$ cat src/hw/rtl/mlqs_proc_mem.sv
// Per-slot process record memory: remaining, burst, class, arrival, first run, run flag.
// Depends on nothing but its parameters.
module mlqs_proc_mem #(
	parameter int SLOTS = 64,
	parameter int SW = 6,
	parameter int W = 64
) (
	input  logic          clk,
	input  logic          we,
	input  logic [SW-1:0] waddr,
	input  logic [W-1:0]  wdata,
	input  logic [SW-1:0] raddr,
	output logic [W-1:0]  rdata
);
	logic [W-1:0] mem [SLOTS];

	always_ff @(posedge clk) begin
		if (we)
			mem[waddr] <= wdata;
		rdata <= mem[raddr];
	end
endmodule

$ cat config.mk
export PLATFORM = sky130hd
export DESIGN_NAME = mlqs_proc_mem
export DESIGN_NICKNAME = d
export VERILOG_FILES = /design/src/hw/rtl/mlqs_proc_mem.sv
export SDC_FILE = /design/constraint.sdc
export NUM_CORES = 2
export LEC_CHECK = 0
export BUFFER_PORTS_ARGS = -buffer_cell sky130_fd_sc_hd__buf_2
export CORE_MARGIN = 2
export CORE_UTILIZATION = 50
export CTS_BUF_LIST = sky130_fd_sc_hd__clkbuf_8
export CTS_CLUSTER_DIAMETER = 80
export DETAILED_ROUTE_END_ITERATION = 10
export PLACE_DENSITY = 0.7
export SLEW_MARGIN = 0
export SYNTH_ARGS = -nofsm -noshare
export SYNTH_HDL_FRONTEND = slang
export SYNTH_SLANG_ARGS = --single-unit
export TNS_END_PERCENT = 1
$ cat constraint.sdc
create_clock -name clk -period 13.96 [get_ports clk]
set_input_delay 0.698 -clock clk [delete_from_list [all_inputs] [get_ports clk]]
set_output_delay 0.698 -clock clk [all_outputs]
set_load 0.05 [all_outputs]
== After elaboration in Yosys (flattened, before gate mapping) ==
Memory sizes are Yosys's and may differ from the RTL's. A register that Yosys moved wholly into a read port is not among the register bits.
Cells that the tools add are included.

* Add/sub/neg operators: 0
* Multiply operators: 0
* Divide/modulo/power cells: 0
* $lt $le $gt $ge: 0
* Eq/ne operators: 0
* Shifts and indexed selects: 0
* Muxes and demuxes: 2
* Bitwise gates (word level): 0
* Reduce and logical (&&, ||, !) cells: 0

{| class="wikitable"
|+ Operators with widths
! kind !! count
|-
| 1-bit two-way mux || 2
|}

* Register bits after elaboration: 0
* Bits in latches: 0
* Memory bits (writable): 4096
* Memory bits (read-only): 0
* Bits of input ports: 78
* Output and inout port bits: 64
* Logic and storage cells: 3
* Memories kept: 1

{| class="wikitable"
|+ Memory list
! memory !! depth !! bits a word !! rd ports !! clocked after memory_dff !! write ports !! RTL line !! source
|-
| mem || 64 || 64 || 1 || 1 || 1 || 15 || <nowiki>logic [W-1:0] mem [SLOTS];</nowiki>
|}

== Logic depth before layout (Yosys ltp) ==
* Depth in word-level cells: 2
* Mapped depth: 9
* Depth with buffers taken out: 5

== Worst setup path after synthesis ==
OpenSTA, ideal clock, no wires.

* Kind: input -> register
* Start point: input waddr[3]
* End point: memory mem[48][0], enable pin
* Setup time: 0.564 ns
* Arrival time: 5.570 ns
* Data required time: 13.396 ns
* Slack: 7.826 ns
* Cell stages on the path: 4
* Path buffers: 1
* Cells stage by stage: clkbuf_1 nor2b_1 nand4b_1 nor3_1

{| class="wikitable"
|+ RTL lines
! item !! RTL line !! source
|-
| start: declaration || 10 || <nowiki>input logic [SW-1:0] waddr,</nowiki>
|-
| end: declaration || 15 ||
|}

No word-level cell before the write port.

==> run_results.csv <==
group,metric,value,unit
final_layout,drive_above_1_share,29.4,%
logic_synthesis,yosys.area_share.simple,1.24,%
pwr,p_total,24500,µW
logic_synthesis,syn_inst,6598,
clocking,cts_resized,0,
logic_synthesis,synth_top_family_by_area,"multiplexers",
logic_synthesis,synthXorXnorAreaFrac,0,%
logic_synthesis,ys_warn_count,0,
grt,grtUsageTotal,26.1,%
timing,report.final.slew_viol_count,0,
floorplan,std_cell_rows,205,
route,vias_per_cell,6.47,
timing,clock.fmax,0.237,GHz
logic_synthesis,synth_mux_area_share,15.6,%
logic_synthesis,async_reset_ff_share,0,%
worst_setup_path,cp.arrival,5.11,ns
timing,setup_viol,0,
clocking,tritoncts,"done",
grt,grt_pass1_wl,580000,µm
clocking,cts_buffers,636,
job,cap_violations,0,
clocking,htree_levels,6,
final_layout,most-common-layout-cells,"4096 x edfxtp_1, 1024 x mux4_2, 686 x clkbuf_8",
clocking,cts-root-buf,"clkbuf_8",
place,gp_congestion,0.785,
worst_setup_path,path_common_cell,"buf_4",
worst_setup_path,setup.worst_path.class,"in2reg",
floorplan,top_level_ports,142,
logic_synthesis,yosys.area_share.adder,0,%
place,io_buffers,141,
grt,globalRouteOverflowTotal,0,
logic_synthesis,yosysSeqAreaShare,79.5,%
route,route.detailed.drc,0,
grt,first_global_vias,76600,
final_layout,area_growth,11.6,%
route,wl,415000,µm
worst_setup_path,startpoint_type,"input port",
timing,rsz0062_at_grt,"no",
worst_setup_path,worstPathRequired,14.85,ns
final_layout,seq_area,124000,µm²
route,ant_nets,0,
logic_synthesis,synthFlopType,"edfxtp_1",
logic_synthesis,synth_area,156000,µm²
clocking,cts_setup_buffers,0,
timing,clock_skew,0.0591,ns
grt,antenna_found_initial,34,
final_layout,multi_input_area,30800,µm²
floorplan,die_y,563,µm
timing,finalCritPeriodShare,30.2,%
route,routedWlPerCell,35.0,µm
logic_synthesis,avgSynthCellArea,23.7,µm²
logic_synthesis,syn_nets,6676,
logic_synthesis,synth-seq-cells,4160,
pwr,cellPowerDensity,140,nW/µm²
timing,period_minus_slack,4.22,ns
grt,grt_max_degree,131,
clocking,clk_latency,1.11,ns
pwr,vdd_drop_max,116,µV
timing,tightest_slew,1.39,ns
logic_synthesis,synth_edf_count,4096,
clocking,clock_path_buffers,4,
timing,tns,0,ns
logic_synthesis,synth-compound-area-share,2.48,%
place,hpwlAfterDp,214000,µm
floorplan,core_area,311000,µm²
final_layout,final_common_cell,"edfxtp_1",
route,vias,76700,
logic_synthesis,ys_types,33,
worst_setup_path,path_max_fanout,70,
hold_path,hold_path.class,"in2reg",
floorplan,start_util,50.2,%
route,firstDrtPassIters,6,
timing,relSlewSlack,7.19,%
worst_setup_path,cp_slowest_cell,"buf_4",
clocking,cts.clk_slew.worst_paths,0.06,ns
worst_setup_path,path_cells,"buf_8, buf_4, buf_4, buf_4, mux4_2, or3_1, a41oi_1, a211oi_1",
clocking,clock_sinks,4160,
timing,finalHoldViolCount,0,
final_layout,finalNetCount,7288,
worst_setup_path,max_stage_delay,0.88,ns
pwr,p_leak,0.0551,µW
clocking,cts_hold_buf,0,
status,status,"completed",
floorplan,die_x,563,µm
floorplan,die-area,317000,µm²
final_layout,fillers,22500,
route,drtIter0Drc,11200,
worst_setup_path,endpoint_kind,"flip-flop",
-- metal layers --
layer / share of wire (%) / vias to the layer above / global-route usage (%)
li1: - / 29800 / -
met1: 37 / 41200 / 36.3
met2: 49 / 4932 / 42.0
met3: 11 / 779 / 4.94
met4: 3.5 / 8 / 8.57
met5: 0.012 / - / 0
-- per-stage QoR --
step / setup WS, ns / utilization (%) / hold WS (ns) / cell area [µm²] / instances
CTS: 9.70 / 56.0 / 0.229 / 174000 / 11800
finish: 9.74 / 56.0 / 0.290 / 174000 / 11900
global route: 9.36 / 56.0 / 0.308 / 174000 / 11900
global placement: 8.46 / 52.2 / 0.841 / 163000 / 10700
detailed placement: 8.51 / 52.2 / 0.827 / 163000 / 10700
floorplan: 7.83 / - / 0.788 / 156000 / 6598
-- worst max-delay path, delay by kind of cell --
kind | cells | cell delay (ns)
AO/OA/AOI/OAI | 2 | 0.33
AND/OR/NAND/NOR | 1 | 0.32
buffers and inverters | 4 | 2.88
multiplexers | 1 | 0.60
-- final timing paths --
| path | slack, ns | end | from | cells after the start |
|---|---|---|---|---|
| worst min register to register | 0.84 | rdata[32] | mem[46][32] | 4 |
| worst max register to register | 11.92 | rdata[14] | mem[12][14] | 5 |
| worst min-delay path | 0.29 | mem[18][45] | wdata[45] | 1 |
| worst max-delay path | 9.74 | rdata[40] | raddr[1] | 8 |
-- power by group --
part / internal (µW) / switching (µW) / total (µW)
clock network: 4690 / 4660 / 9350
registers: 13800 / 58.0 / 13900
logic: 420 / 804 / 1220
-- Yosys cell counts (19+ instances only) --
library cell     n  area share [%]
inv_1           19           0.046
a2bb2oi_1       19            0.11
mux4_2        1024              15
a22oi_1        168            0.81
buf_1           20           0.048
nand2_1         58            0.14
buf_4           34            0.16
edfxtp_1      4096              79
a22o_1          88            0.49
mux2i_1        135            0.86
a211oi_1        63            0.30
or2_2           28            0.11
o22ai_1         83            0.33
nor2b_1         28            0.11
buf_2          170            0.54
a41oi_1         26            0.15
and3_1          64            0.26
or3_1           29            0.12
clkbuf_1       140            0.34
nand3_1         45            0.14
o221ai_1        38            0.21
nor2_1         112            0.27
dfxtp_1         64            0.82
-- kinds of logic (layout without fill, tap and decap cells) --
logic type | Yosys count | count (layout)
muxes | 1159 | 1159
DFF | 4160 | 4160
other | 0 | 24
and+or+nand+nor | 386 | 386
buffers and inverters | 389 | 1493
AOI/OAI and AO/OA | 504 | 504
-- cell type report --
class,count,area share (%)
Clock buffer,686,5.41
Antenna cell,24,0.0344
Tap cell,4140,2.97
Multi-Input combinational cell,2049,17.6
Timing Repair Buffer,344,1.36
Sequential cell,4160,71.2
Inverter,19,0.0409
Clock inverter,444,1.29
-- state kept, by name, summed over array words and instances, names as in the netlist --
signal and flops:
mem 4096, rdata 64
Note: power is estimated with default switching activity, not from simulation.
